<file path="config.mk">
export PLATFORM = sky130hd
export DESIGN_NAME = combination_permutation_counter
export DESIGN_NICKNAME = d
export VERILOG_FILES = /design/src/hdl/cpc_pkg.sv /design/src/hdl/combination_permutation_counter.sv
export SDC_FILE = /design/constraint.sdc
export NUM_CORES = 2
export LEC_CHECK = 0
export BUFFER_PORTS_ARGS = -buffer_cell sky130_fd_sc_hd__clkbuf_2
export CAP_MARGIN = 20
export CORE_UTILIZATION = 60
export CTS_CLUSTER_DIAMETER = 150
export DETAILED_ROUTE_END_ITERATION = 6
export PLACE_DENSITY = 0.91
export SETUP_SLACK_MARGIN = 0.1
export SLEW_MARGIN = 10
export SYNTH_ARGS = -nofsm -noshare
export SYNTH_HDL_FRONTEND = slang
export SYNTH_SLANG_ARGS = --single-unit
</file>
<file path="constraint.sdc">
create_clock -name clock -period 16.5 [get_ports clock]
set_input_delay 3.3 -clock clock [delete_from_list [all_inputs] [get_ports clock]]
set_output_delay 3.3 -clock clock [all_outputs]
set_load 0.01 [all_outputs]
</file>
<file path="src/hdl/cpc_pkg.sv">
// Package for the combination and permutation counter: widths, microcode format and program.
`timescale 1ns / 1ps

package cpc_pkg;

   // Field widths of one request and one response.
   localparam int NW        = 5;
   localparam int MaxN      = 20;
   localparam int CombW     = 18;
   localparam int CombRepW  = 37;
   localparam int PermW     = 62;
   localparam int PowW      = 64;

   // Datapath widths. Running binomial products stay below 2^41, so the
   // exact divide works on the low 48 bits of the accumulator.
   localparam int AccW      = 64;
   localparam int MulW      = 6;
   localparam int ProdW     = AccW + MulW;
   localparam int DivW      = 48;
   localparam int DivStep   = 8;
   localparam int DivCycles = DivW / DivStep;
   localparam int DcntW     = $clog2(DivCycles);
   localparam int RemW      = NW;
   localparam int PcW       = 4;

   // Accumulator operation of one step.
   typedef enum logic [2:0] {
      ACC_HOLD = 3'd0,
      ACC_ONE  = 3'd1,
      ACC_MUL  = 3'd2,
      ACC_POW  = 3'd3,
      ACC_DIV  = 3'd4
   } acc_op_type;

   // Loads of the binomial base m; loading also selects the pass.
   typedef enum logic [1:0] {
      M_HOLD = 2'd0,
      M_N    = 2'd1,
      M_NR1  = 2'd2
   } m_op_type;

   // Result stores and the final response strobe.
   typedef enum logic [2:0] {
      ST_NONE  = 3'd0,
      ST_BINOM = 3'd1,
      ST_PERM  = 3'd2,
      ST_POW   = 3'd3,
      ST_DONE  = 3'd4
   } st_op_type;

   // Jump conditions.
   typedef enum logic [2:0] {
      CND_NEVER    = 3'd0,
      CND_ALWAYS   = 3'd1,
      CND_INVALID  = 3'd2,
      CND_I_EQ_R   = 3'd3,
      CND_DIV_MORE = 3'd4,
      CND_PASS1    = 3'd5,
      CND_REP_NA   = 3'd6,
      CND_POW_END  = 3'd7
   } cond_type;

   typedef struct packed {
      acc_op_type       acc_op;
      m_op_type         m_op;
      st_op_type        st_op;
      cond_type         cond;
      logic [PcW-1:0]   target;
   } ucode_type;

   // Step addresses of the program.
   localparam logic [PcW-1:0] STEP_SETUP_C = 4'd0;
   localparam logic [PcW-1:0] STEP_BTEST   = 4'd1;
   localparam logic [PcW-1:0] STEP_BMUL    = 4'd2;
   localparam logic [PcW-1:0] STEP_BDIV    = 4'd3;
   localparam logic [PcW-1:0] STEP_BNEXT   = 4'd4;
   localparam logic [PcW-1:0] STEP_BEND    = 4'd5;
   localparam logic [PcW-1:0] STEP_SETUP_R = 4'd6;
   localparam logic [PcW-1:0] STEP_RJUMP   = 4'd7;
   localparam logic [PcW-1:0] STEP_PSETUP  = 4'd8;
   localparam logic [PcW-1:0] STEP_PTEST   = 4'd9;
   localparam logic [PcW-1:0] STEP_PMUL    = 4'd10;
   localparam logic [PcW-1:0] STEP_PEND    = 4'd11;
   localparam logic [PcW-1:0] STEP_QTEST   = 4'd12;
   localparam logic [PcW-1:0] STEP_QMUL    = 4'd13;
   localparam logic [PcW-1:0] STEP_QEND    = 4'd14;
   localparam logic [PcW-1:0] STEP_FIN     = 4'd15;

   // Control store: one control word per step.
   function automatic ucode_type ucode(input logic [PcW-1:0] addr);
      ucode_type w;
      w = '{ACC_HOLD, M_HOLD, ST_NONE, CND_NEVER, STEP_SETUP_C};
      unique case (addr)
         STEP_SETUP_C: w = '{ACC_ONE,  M_N,    ST_NONE,  CND_INVALID,  STEP_FIN};
         STEP_BTEST:   w = '{ACC_HOLD, M_HOLD, ST_NONE,  CND_I_EQ_R,   STEP_BEND};
         STEP_BMUL:    w = '{ACC_MUL,  M_HOLD, ST_NONE,  CND_NEVER,    STEP_SETUP_C};
         STEP_BDIV:    w = '{ACC_DIV,  M_HOLD, ST_NONE,  CND_DIV_MORE, STEP_BDIV};
         STEP_BNEXT:   w = '{ACC_HOLD, M_HOLD, ST_NONE,  CND_ALWAYS,   STEP_BTEST};
         STEP_BEND:    w = '{ACC_HOLD, M_HOLD, ST_BINOM, CND_PASS1,    STEP_PSETUP};
         STEP_SETUP_R: w = '{ACC_ONE,  M_NR1,  ST_NONE,  CND_REP_NA,   STEP_PSETUP};
         STEP_RJUMP:   w = '{ACC_HOLD, M_HOLD, ST_NONE,  CND_ALWAYS,   STEP_BTEST};
         STEP_PSETUP:  w = '{ACC_ONE,  M_N,    ST_NONE,  CND_NEVER,    STEP_SETUP_C};
         STEP_PTEST:   w = '{ACC_HOLD, M_HOLD, ST_NONE,  CND_I_EQ_R,   STEP_PEND};
         STEP_PMUL:    w = '{ACC_MUL,  M_HOLD, ST_NONE,  CND_ALWAYS,   STEP_PTEST};
         STEP_PEND:    w = '{ACC_ONE,  M_HOLD, ST_PERM,  CND_NEVER,    STEP_SETUP_C};
         STEP_QTEST:   w = '{ACC_HOLD, M_HOLD, ST_NONE,  CND_POW_END,  STEP_QEND};
         STEP_QMUL:    w = '{ACC_POW,  M_HOLD, ST_NONE,  CND_ALWAYS,   STEP_QTEST};
         STEP_QEND:    w = '{ACC_HOLD, M_HOLD, ST_POW,   CND_NEVER,    STEP_SETUP_C};
         STEP_FIN:     w = '{ACC_HOLD, M_HOLD, ST_DONE,  CND_ALWAYS,   STEP_SETUP_C};
      endcase
      return w;
   endfunction

endpackage

</file>
<file path="src/hdl/combination_permutation_counter.sv">
// Top level: microcoded sequencer computing C(n,r), C(n+r-1,r), n!/(n-r)! and n^r.
// The power loop ends early once n^r saturates; an invalid request skips every
//   loop and answers with all results at zero.
// Throughput: one request at a time; busy stays high until the response cycle.
//   One shared 64x6 multiplier serves every loop, and an exact divider
//   retires 8 quotient bits per cycle inside the binomial loops.
// Reset: synchronous and active high; clears busy, the strobe and the step counter.
`timescale 1ns / 1ps

module combination_permutation_counter (
   input  logic                            clock,
   input  logic                            reset,
   input  logic                            start,
   output logic                            busy,
   input  logic [cpc_pkg::NW-1:0]          req_n,
   input  logic [cpc_pkg::NW-1:0]          req_r,
   output logic                            rsp_valid,
   output logic [cpc_pkg::CombW-1:0]       rsp_comb,
   output logic [cpc_pkg::CombRepW-1:0]    rsp_comb_rep,
   output logic [cpc_pkg::PermW-1:0]       rsp_perm,
   output logic [cpc_pkg::PowW-1:0]        rsp_perm_rep,
   output logic                            rsp_status,
   output logic                            rsp_rep_not_applicable,
   output logic                            rsp_power_saturated
);
   import cpc_pkg::*;

   // Control registers.
   logic                  busy_ff, busy_in;
   logic                  rsp_valid_ff, rsp_valid_in;
   logic [PcW-1:0]        pc_ff, pc_in;
   logic [NW-1:0]         i_ff, i_in;
   logic [DcntW-1:0]      dcnt_ff, dcnt_in;
   logic                  pass_ff, pass_in;

   // Datapath and result registers.
   logic [NW-1:0]         n_ff, n_in;
   logic [NW-1:0]         r_ff, r_in;
   logic [MulW-1:0]       m_ff, m_in;
   logic [AccW-1:0]       acc_ff, acc_in;
   logic [RemW-1:0]       rem_ff, rem_in;
   logic                  inv_ff, inv_in;
   logic                  rep_na_ff, rep_na_in;
   logic                  sat_ff, sat_in;
   logic [CombW-1:0]      comb_ff, comb_in;
   logic [CombRepW-1:0]   comb_rep_ff, comb_rep_in;
   logic [PermW-1:0]      perm_ff, perm_in;
   logic [PowW-1:0]       perm_rep_ff, perm_rep_in;

   ucode_type             uw;
   logic                  cond_hit;
   logic                  accept;
   logic                  req_bad;
   logic [MulW-1:0]       mult_b;
   logic [ProdW-1:0]      prod;
   logic [AccW-1:0]       div_acc;
   logic [RemW-1:0]       div_rem;

   assign accept = start && !busy_ff;
   assign uw     = ucode(pc_ff);

   // Range and ordering check of a new request.
   assign req_bad = (req_n > NW'(MaxN)) || (req_r > NW'(MaxN)) || (req_r > req_n);

   // Shared multiplier: the binomial and permutation factor m - i, or the base n.
   assign mult_b = (uw.acc_op == ACC_POW) ? {1'b0, n_ff} : (m_ff - {1'b0, i_ff});
   assign prod   = ProdW'(acc_ff) * ProdW'(mult_b);

   // Exact divide by i: eight restoring steps per cycle over the low accumulator bits.
   always_comb begin
      logic [RemW:0]   t;
      logic [RemW-1:0] rem;
      logic [DivStep-1:0] qbits;
      rem   = rem_ff;
      qbits = '0;
      for (int k = 0; k < DivStep; k++) begin
         t = {rem, acc_ff[DivW-1-k]};
         if (t >= {1'b0, i_ff}) begin
            t = t - {1'b0, i_ff};
            qbits[DivStep-1-k] = 1'b1;
         end
         rem = t[RemW-1:0];
      end
      div_rem = rem;
      div_acc = {{(AccW-DivW){1'b0}}, acc_ff[DivW-DivStep-1:0], qbits};
   end

   // Jump condition of the current step.
   always_comb begin
      unique case (uw.cond)
         CND_NEVER:    cond_hit = 1'b0;
         CND_ALWAYS:   cond_hit = 1'b1;
         CND_INVALID:  cond_hit = inv_ff;
         CND_I_EQ_R:   cond_hit = (i_ff == r_ff);
         CND_DIV_MORE: cond_hit = (dcnt_ff != DcntW'(DivCycles - 1));
         CND_PASS1:    cond_hit = pass_ff;
         CND_REP_NA:   cond_hit = rep_na_ff;
         CND_POW_END:  cond_hit = (i_ff == r_ff) || sat_ff;
         default:      cond_hit = 1'b0;
      endcase
   end

   // Sequencer and datapath next state.
   always_comb begin
      busy_in      = busy_ff;
      rsp_valid_in = 1'b0;
      pc_in        = pc_ff;
      i_in         = i_ff;
      dcnt_in      = dcnt_ff;
      pass_in      = pass_ff;
      n_in         = n_ff;
      r_in         = r_ff;
      m_in         = m_ff;
      acc_in       = acc_ff;
      rem_in       = rem_ff;
      inv_in       = inv_ff;
      rep_na_in    = rep_na_ff;
      sat_in       = sat_ff;
      comb_in      = comb_ff;
      comb_rep_in  = comb_rep_ff;
      perm_in      = perm_ff;
      perm_rep_in  = perm_rep_ff;

      if (accept) begin
         // Take the request and clear the results of the previous one.
         busy_in     = 1'b1;
         pc_in       = STEP_SETUP_C;
         n_in        = req_n;
         r_in        = req_r;
         inv_in      = req_bad;
         rep_na_in   = !req_bad && (req_n == '0) && (req_r == '0);
         sat_in      = 1'b0;
         comb_in     = '0;
         comb_rep_in = '0;
         perm_in     = '0;
         perm_rep_in = '0;
      end else if (busy_ff) begin
         // Accumulator operation.
         unique case (uw.acc_op)
            ACC_HOLD: ;
            ACC_ONE: begin
               acc_in = AccW'(1);
               i_in   = '0;
            end
            ACC_MUL: begin
               acc_in  = prod[AccW-1:0];
               i_in    = i_ff + 1'b1;
               rem_in  = '0;
               dcnt_in = '0;
            end
            ACC_POW: begin
               i_in = i_ff + 1'b1;
               if (prod[ProdW-1:AccW] != '0) begin
                  acc_in = '1;
                  sat_in = 1'b1;
               end else begin
                  acc_in = prod[AccW-1:0];
               end
            end
            ACC_DIV: begin
               acc_in  = div_acc;
               rem_in  = div_rem;
               dcnt_in = dcnt_ff + 1'b1;
            end
            default: ;
         endcase

         // Binomial base and pass select.
         unique case (uw.m_op)
            M_HOLD: ;
            M_N: begin
               m_in    = {1'b0, n_ff};
               pass_in = 1'b0;
            end
            M_NR1: begin
               m_in    = {1'b0, n_ff} + {1'b0, r_ff} - 1'b1;
               pass_in = 1'b1;
            end
            default: ;
         endcase

         // Result stores and response.
         unique case (uw.st_op)
            ST_NONE: ;
            ST_BINOM: begin
               if (pass_ff) begin
                  comb_rep_in = acc_ff[CombRepW-1:0];
               end else begin
                  comb_in = acc_ff[CombW-1:0];
               end
            end
            ST_PERM:  perm_in     = acc_ff[PermW-1:0];
            ST_POW:   perm_rep_in = acc_ff[PowW-1:0];
            ST_DONE: begin
               busy_in      = 1'b0;
               rsp_valid_in = 1'b1;
            end
            default: ;
         endcase

         pc_in = cond_hit ? uw.target : pc_ff + 1'b1;
      end
   end

   // Control registers.
   always_ff @(posedge clock) begin
      if (reset) begin
         busy_ff      <= 1'b0;
         rsp_valid_ff <= 1'b0;
         pc_ff        <= STEP_SETUP_C;
         i_ff         <= '0;
         dcnt_ff      <= '0;
         pass_ff      <= 1'b0;
      end else begin
         busy_ff      <= busy_in;
         rsp_valid_ff <= rsp_valid_in;
         pc_ff        <= pc_in;
         i_ff         <= i_in;
         dcnt_ff      <= dcnt_in;
         pass_ff      <= pass_in;
      end
   end

   // Payload registers.
   always_ff @(posedge clock) begin
      n_ff        <= n_in;
      r_ff        <= r_in;
      m_ff        <= m_in;
      acc_ff      <= acc_in;
      rem_ff      <= rem_in;
      inv_ff      <= inv_in;
      rep_na_ff   <= rep_na_in;
      sat_ff      <= sat_in;
      comb_ff     <= comb_in;
      comb_rep_ff <= comb_rep_in;
      perm_ff     <= perm_in;
      perm_rep_ff <= perm_rep_in;
   end

   // Outputs.
   assign busy                   = busy_ff;
   assign rsp_valid              = rsp_valid_ff;
   assign rsp_comb               = comb_ff;
   assign rsp_comb_rep           = comb_rep_ff;
   assign rsp_perm               = perm_ff;
   assign rsp_perm_rep           = perm_rep_ff;
   assign rsp_status             = inv_ff;
   assign rsp_rep_not_applicable = rep_na_ff;
   assign rsp_power_saturated    = sat_ff;

endmodule

</file>
## After elaboration in Yosys (flattened, before gate mapping)

Memory sizes are Yosys's and may differ from the RTL's. A register that Yosys moved wholly into a read port is not among the register bits.
Index checks and enable logic that the tools add are counted.

| word-level totals | value |
|---|---|
| output and inout bits | 186 |
| word-level logic and storage cells | 127 |
| bits of input ports | 13 |
| register bits after elaboration | 284 |
| bits in read-only memories | 240 |
| memories | 1 |

| operators by class | value |
|---|---|
| add/sub/neg operators | 14 |
| $mul | 1 |
| muxes and demuxes | 32 |
| reductions and logical operators | 28 |
| order comparisons | 11 |
| bitwise gates (word level) | 3 |
| eq/ne operators | 19 |

Memory list:

| name | words | bits a word | rd ports | clocked after Yosys merged registers in | write ports | RTL line | text |
|---|---|---|---|---|---|---|---|
| (name not given) | 16 | 15 | 1 | 1 | 0 | cpc_pkg.sv:93 | `unique case (addr)` |

Operator list:

| cell | count |
|---|---|
| 64-bit one-hot mux with 4 select lines | 1 |
| 64-bit by 6-bit multiplier with 70-bit output | 1 |
| 64-bit two-way mux | 1 |
| 6-bit by 5-bit >= comparator with 1-bit output | 8 |
| 5-bit two-way mux | 8 |
| 5-bit subtractor | 8 |
| 3-bit AND reduction | 7 |
| 5-bit one-hot mux with 2 select lines | 2 |
| 3-bit by 2-bit == test with 1-bit output (second input constant) | 6 |
| 3-bit == test (second input constant) | 6 |
| 1-bit two-way mux | 12 |
| 4-bit two-way mux | 3 |
| 6-bit one-hot mux with 2 select lines | 1 |
| 5-bit greater-than comparator (second input constant) | 2 |
| 5-bit zero test | 2 |
| 3-bit by 1-bit == test with 1-bit output (second input constant) | 3 |
| 1-bit one-hot mux with 8 select lines | 1 |
| 5-bit by 5-bit adder with 6-bit output | 1 |
| 6-bit two-way mux | 1 |
| 3-bit one-hot mux with 2 select lines | 1 |
| 2-bit nonzero test | 3 |
| 6-bit nonzero test | 1 |
| 6-bit by 1-bit subtractor with 6-bit output (second input constant) | 1 |
| 6-bit by 5-bit subtractor with 6-bit output | 1 |
| other kinds (18) | 27 |

## Depth between registers and ports, before layout

| depth | value |
|---|---|
| depth in word-level cells | 17 |
| mapped depth | 70 |
| gate-level depth less buffers | 68 |

## Worst setup path after synthesis

OpenSTA, ideal clock, no wires.

| timing | value |
|---|---|
| path kind | register to register |
| start | reg i_ff[1] |
| end | reg acc_ff[0] (data pin) |
| data arrival time | 13677 ps |
| setup time | 265 ps |
| clock period less this slack | 13943 ps |
| path buffers | 1 |
| setup slack | 2557 ps |
| data required time | 16235 ps |
| stages on the path, launching flop included | 62 |
| cell sequence | dfxtp_1 inv_1 fa_1 a211oi_1 nor2_1 nor2_1 mux2_2 fa_1 nand2b_1 a21oi_1 o22a_1 nor2_1 mux2_2 fa_1 nand2b_1 a21oi_1 a41o_1 a21oi_1 [... 26 more ...] mux2_2 fa_1 nor2b_1 o21ai_0 nand2b_1 nand2_1 nand2_1 nor3_1 mux2i_2 mux2i_1 fa_1 a21o_1 a21oi_1 nand2_1 a221o_1 a211oi_4 nor2_1 or3_1 |

| on the way | value |
|---|---|
| longest elaborated chain between the ends | 17 |
| elaborated cells on any way between the ends | 29 |
| those cells by class | add/sub (8); mul (1); order compare (8); mux (11); reduce/logical (1) |

Ends and longest elaborated chain:

| item | RTL line | text |
|---|---|---|
| from (decl) | combination_permutation_counter.sv:32 | `logic [NW-1:0] i_ff, i_in;` |
| from (signal assigned) | combination_permutation_counter.sv:218 | `i_ff <= i_in;` |
| 5-bit subtractor or 6-bit by 5-bit >= comparator with 1-bit output (tied branches) | combination_permutation_counter.sv:79, combination_permutation_counter.sv:78 |  |
| 5-bit two-way mux | combination_permutation_counter.sv:78 | `if (t >= {1'b0, i_ff}) begin` |
| 5-bit subtractor or 6-bit by 5-bit >= comparator with 1-bit output (tied branches) | combination_permutation_counter.sv:79, combination_permutation_counter.sv:78 |  |
| 5-bit two-way mux | combination_permutation_counter.sv:78 |  |
| 5-bit subtractor or 6-bit by 5-bit >= comparator with 1-bit output (tied branches) | combination_permutation_counter.sv:79, combination_permutation_counter.sv:78 |  |
| 5-bit two-way mux | combination_permutation_counter.sv:78 |  |
| 5-bit subtractor or 6-bit by 5-bit >= comparator with 1-bit output (tied branches) | combination_permutation_counter.sv:79, combination_permutation_counter.sv:78 |  |
| 5-bit two-way mux | combination_permutation_counter.sv:78 |  |
| 6-bit by 5-bit >= comparator with 1-bit output or 5-bit subtractor (tied branches) | combination_permutation_counter.sv:78, combination_permutation_counter.sv:79 |  |
| 5-bit two-way mux | combination_permutation_counter.sv:78 |  |
| 5-bit subtractor or 6-bit by 5-bit >= comparator with 1-bit output (tied branches) | combination_permutation_counter.sv:79, combination_permutation_counter.sv:78 |  |
| 5-bit two-way mux | combination_permutation_counter.sv:78 |  |
| 5-bit subtractor or 6-bit by 5-bit >= comparator with 1-bit output (tied branches) | combination_permutation_counter.sv:79, combination_permutation_counter.sv:78 |  |
| 5-bit two-way mux | combination_permutation_counter.sv:78 |  |
| 6-bit by 5-bit >= comparator with 1-bit output | combination_permutation_counter.sv:78 |  |
| 1-bit two-way mux | combination_permutation_counter.sv:78 |  |
| 64-bit one-hot mux with 4 select lines (*) | combination_permutation_counter.sv:139 | `unique case (uw.acc_op)` |
| to (signal assigned) | combination_permutation_counter.sv:229 | `acc_ff <= acc_in;` |
| to (decl) | combination_permutation_counter.sv:40 | `logic [AccW-1:0] acc_ff, acc_in;` |

Every way passes the cells marked *; elsewhere a longest branch is shown, timed or not.
A chain may end at the register's enable or synchronous reset.

## Worst setup path after layout

| timing | value |
|---|---|
| start | reg acc_ff[47] |
| end | reg acc_ff[0] (data pin) |

| on the way | value |
|---|---|
| longest elaborated chain between the ends | 17 |
| elaborated cells on any way between the ends | 27 |
| those cells by class | add/sub (7); mul (1); order compare (8); mux (10); reduce/logical (1) |

Ends and longest elaborated chain:

| item | RTL line |
|---|---|
| 5-bit subtractor or 6-bit by 5-bit >= comparator with 1-bit output (tied branches) | combination_permutation_counter.sv:79, combination_permutation_counter.sv:78 |
| 5-bit two-way mux | combination_permutation_counter.sv:78 |
| 5-bit subtractor or 6-bit by 5-bit >= comparator with 1-bit output (tied branches) | combination_permutation_counter.sv:79, combination_permutation_counter.sv:78 |
| 5-bit two-way mux | combination_permutation_counter.sv:78 |
| 5-bit subtractor or 6-bit by 5-bit >= comparator with 1-bit output (tied branches) | combination_permutation_counter.sv:79, combination_permutation_counter.sv:78 |
| 5-bit two-way mux | combination_permutation_counter.sv:78 |
| 5-bit subtractor or 6-bit by 5-bit >= comparator with 1-bit output (tied branches) | combination_permutation_counter.sv:79, combination_permutation_counter.sv:78 |
| 5-bit two-way mux | combination_permutation_counter.sv:78 |
| 5-bit subtractor or 6-bit by 5-bit >= comparator with 1-bit output (tied branches) | combination_permutation_counter.sv:79, combination_permutation_counter.sv:78 |
| 5-bit two-way mux | combination_permutation_counter.sv:78 |
| 6-bit by 5-bit >= comparator with 1-bit output or 5-bit subtractor (tied branches) | combination_permutation_counter.sv:78, combination_permutation_counter.sv:79 |
| 5-bit two-way mux | combination_permutation_counter.sv:78 |
| 5-bit subtractor or 6-bit by 5-bit >= comparator with 1-bit output (tied branches) | combination_permutation_counter.sv:79, combination_permutation_counter.sv:78 |
| 5-bit two-way mux | combination_permutation_counter.sv:78 |
| 6-bit by 5-bit >= comparator with 1-bit output | combination_permutation_counter.sv:78 |
| 1-bit two-way mux | combination_permutation_counter.sv:78 |
| 64-bit one-hot mux with 4 select lines (*) | combination_permutation_counter.sv:139 |

Marks and branches as above.

==> impl_metrics.csv <==
group,metric,value,unit
critical_path,critPathMaxFanout,9,
synth,ys_ff_latch,299,
placement,port_buffers,198,
clock_tree,clk_latency,580,ps
route,routed_wl,71.3,mm
global_route,grt_max_degree,102,
route,via_count,22400,
synth,synth_area,25600,sq um
sta,slew_headroom,0.257,
synth,syn_nets,3454,
sta,finalSetupTns,0,ps
synth,yosysSeqAreaShare,0.268,
synth,yosysMostFrequentCell,"nand2_1",
global_route,overflow,0,
floorplan,num_rows,75,
synth,synthCells,3035,
clock_tree,cts_tree,"yes",
critical_path,critical_path_arrival,15620,ps
synth,yosys.area.top_type_share,0.203,
sta,fin_crit_sh,0.927,
sta,fin_crit,15300,ps
global_route,antenna_found_initial,0,
sta,tightestPinTransition,1110,ps
finish,nets,3510,
finish,syn_to_final_growth,9.34,%
synth,synth_edf_count,87,
critical_path,cpMaxStageDelayCell,"edfxtp_1",
floorplan,coreArea,42000,sq um
global_route,grt_usage,0.332,
clock_tree,cts_root_buffer,"clkbuf_16",
sta,setup_viol,0,
min_path,hp-class,"reg -> reg",
outcome,status,"complete, no violations",
clock_tree,numCtsBuffers,35,
synth,postSynth.asyncResetShare,0,
sta,finalMaxSlewViolations,0,
sta,finalHoldViolCount,0,
global_route,grt_pass1_wl,116,mm
synth,synth-main-ff-cell,"dfxtp_1",
critical_path,critPathMaxStageDelay,530,ps
synth,yosysUniqueCellTypes,75,
floorplan,dieArea,43500,sq um
critical_path,cp_common_cell,"a21oi_1",
sta,skew,37.7,ps
finish,drive_gt1_frac,0.106,
synth,ys_top_cells_by_count,"nand2_1 (791), inv_1 (294), a21oi_1 (292)",
synth,yosysWarnings,0,
floorplan,die_x,209,microns
flow_run,cap_violations,0,
clock_tree,clock-sinks,299,
placement,hpwl,49.1,mm
floorplan,start_util,0.609,
finish,nFillCells,3278,
route,drt-pass1-iter-count,5,
sta,rsz0062_at_grt,"false",
synth,syn_avg_cell_area,8.43,sq um
clock_tree,cts-htree-levels,2,
synth,yosys-top-cells-area,"fa_1 (20%), dfxtp_1 (17%), nand2_1 (12%)",
clock_tree,clk_pin_slew_worst_paths,70,ps
placement,place_congestion,0.988,
floorplan,ios,199,
critical_path,worst_ep_required_time,16820,ps
synth,synth_area_leader_cell,"fa_1",
finish,diodes,0,
critical_path,crit_type,"reg -> reg",
clock_tree,clock_path_buffers,3,
route,route.detailed.wl_per_inst,19.5,microns
route,vias_per_cell,6.12,
route,drcViolationCount,0,
route,drt_iter0_drc,2255,
route,ant_nets,0,
critical_path,crit_path_end_kind,"flop",
floorplan,die_h,209,microns
sta,fmax,65.4,MHz
critical_path,critPathLaunchType,"flop",
global_route,grt_pass1_vias,22700,
==> layer usage <==
| layer | track usage | part of all wire | vias up |
|---|---|---|---|
| met3 | 0.0596 | 0.090 | 261 |
| met1 | 0.401 | 0.37 | 10800 |
| met5 | 0 | 0 | - |
| met4 | 0.163 | 0.046 | 0 |
| li1 | - | - | 10100 |
| met2 | 0.570 | 0.49 | 1217 |
==> layout make-up <==
cell class	instances	area (sq um)	share of cell area
clock buffer	50	1070	0.0381
timing repair buffer	227	1220	0.0436
sequential	299	6860	0.245
multi-input combinational	2234	17000	0.606
tap	539	674	0.0241
clock inverter	13	100	0.00358
inverter	294	1100	0.0394
==> placed cells by master, fill, tap and decap left out, drive strengths merged, types with 62 or more instances in the layout <==
master	synthesis	routed
a21o	105	105
a21oi	292	292
clkbuf	178	248
dfxtp	212	212
edfxtp	87	87
fa	259	259
ha	147	147
inv	294	298
nand2	791	791
nor2	70	70
o21ai	64	64
xnor2	62	62
==> critical path: cells and delay by family (launching register included) <==
kind | cells | cell delay, ps
multiplexers | 8 | 2560
flip-flops | 1 | 530
adder cells (fa/ha/maj) | 9 | 3220
AO/OA/AOI/OAI | 22 | 5020
buffers and inverters | 3 | 260
AND/OR/NAND/NOR | 19 | 3430
==> timing repair <==
action	CTS	global route
buffers inserted	0	2
endpoints found under the setup margin	0	6
resized for setup	0	2
hold buffers	0	0
hold endpoints to repair	0	0
==> path summary, 6_finish.rpt <==
check	start	end	slack, ps	depth (start not counted)
min	rsp_perm_rep[29]$_SDFFE_PP0P_	rsp_perm_rep[29]$_SDFFE_PP0P_	450	2
min reg2reg	rsp_perm_rep[29]$_SDFFE_PP0P_	rsp_perm_rep[29]$_SDFFE_PP0P_	450	2
max reg2reg	acc_ff[47]$_DFFE_PP_	acc_ff[0]$_DFFE_PP_	1200	61
max	acc_ff[47]$_DFFE_PP_	acc_ff[0]$_DFFE_PP_	1200	61
==> registers in the layout, summed over array words and instances (netlist names) <==
register                count
uw                         15
acc_ff                     64
rem_ff                      5
i_ff                        5
rsp_status                  1
busy                        1
rsp_comb_rep               37
dcnt_ff                     3
rsp_power_saturated         1
rsp_comb                   18
rsp_perm                   62
rsp_perm_rep               64
m_ff                        6
r_ff                        5
rsp_rep_not_applicable      1
n_ff                        5
pc_ff                       4
pass_ff                     1
rsp_valid                   1
==> kinds of logic after synthesis <==
kind of cell,count (synthesis),synth area share
flops,299,0.268
fa+ha+maj,406,0.274
compound gates,624,0.156
xor+xnor,99,0.0339
simple gates,1070,0.178
buf+inv,502,0.0750
mux,35,0.0147
==> metrics by stage <==
step	instances	area (sq um)	hold slack [ps]	util	setup slack (ps)
detailed placement	3591	26800	445	0.638	1160
global route	3656	28000	468	0.666	177
floorplan	3035	25600	481	-	2560
CTS	3654	28000	453	0.665	1170
global placement	3590	26800	442	0.637	1340
finish	3656	28000	452	0.666	1200
Power is left out: the tool's default activity adds up to more than one toggle a clock period on the data nets, which glitch-free logic cannot reach.
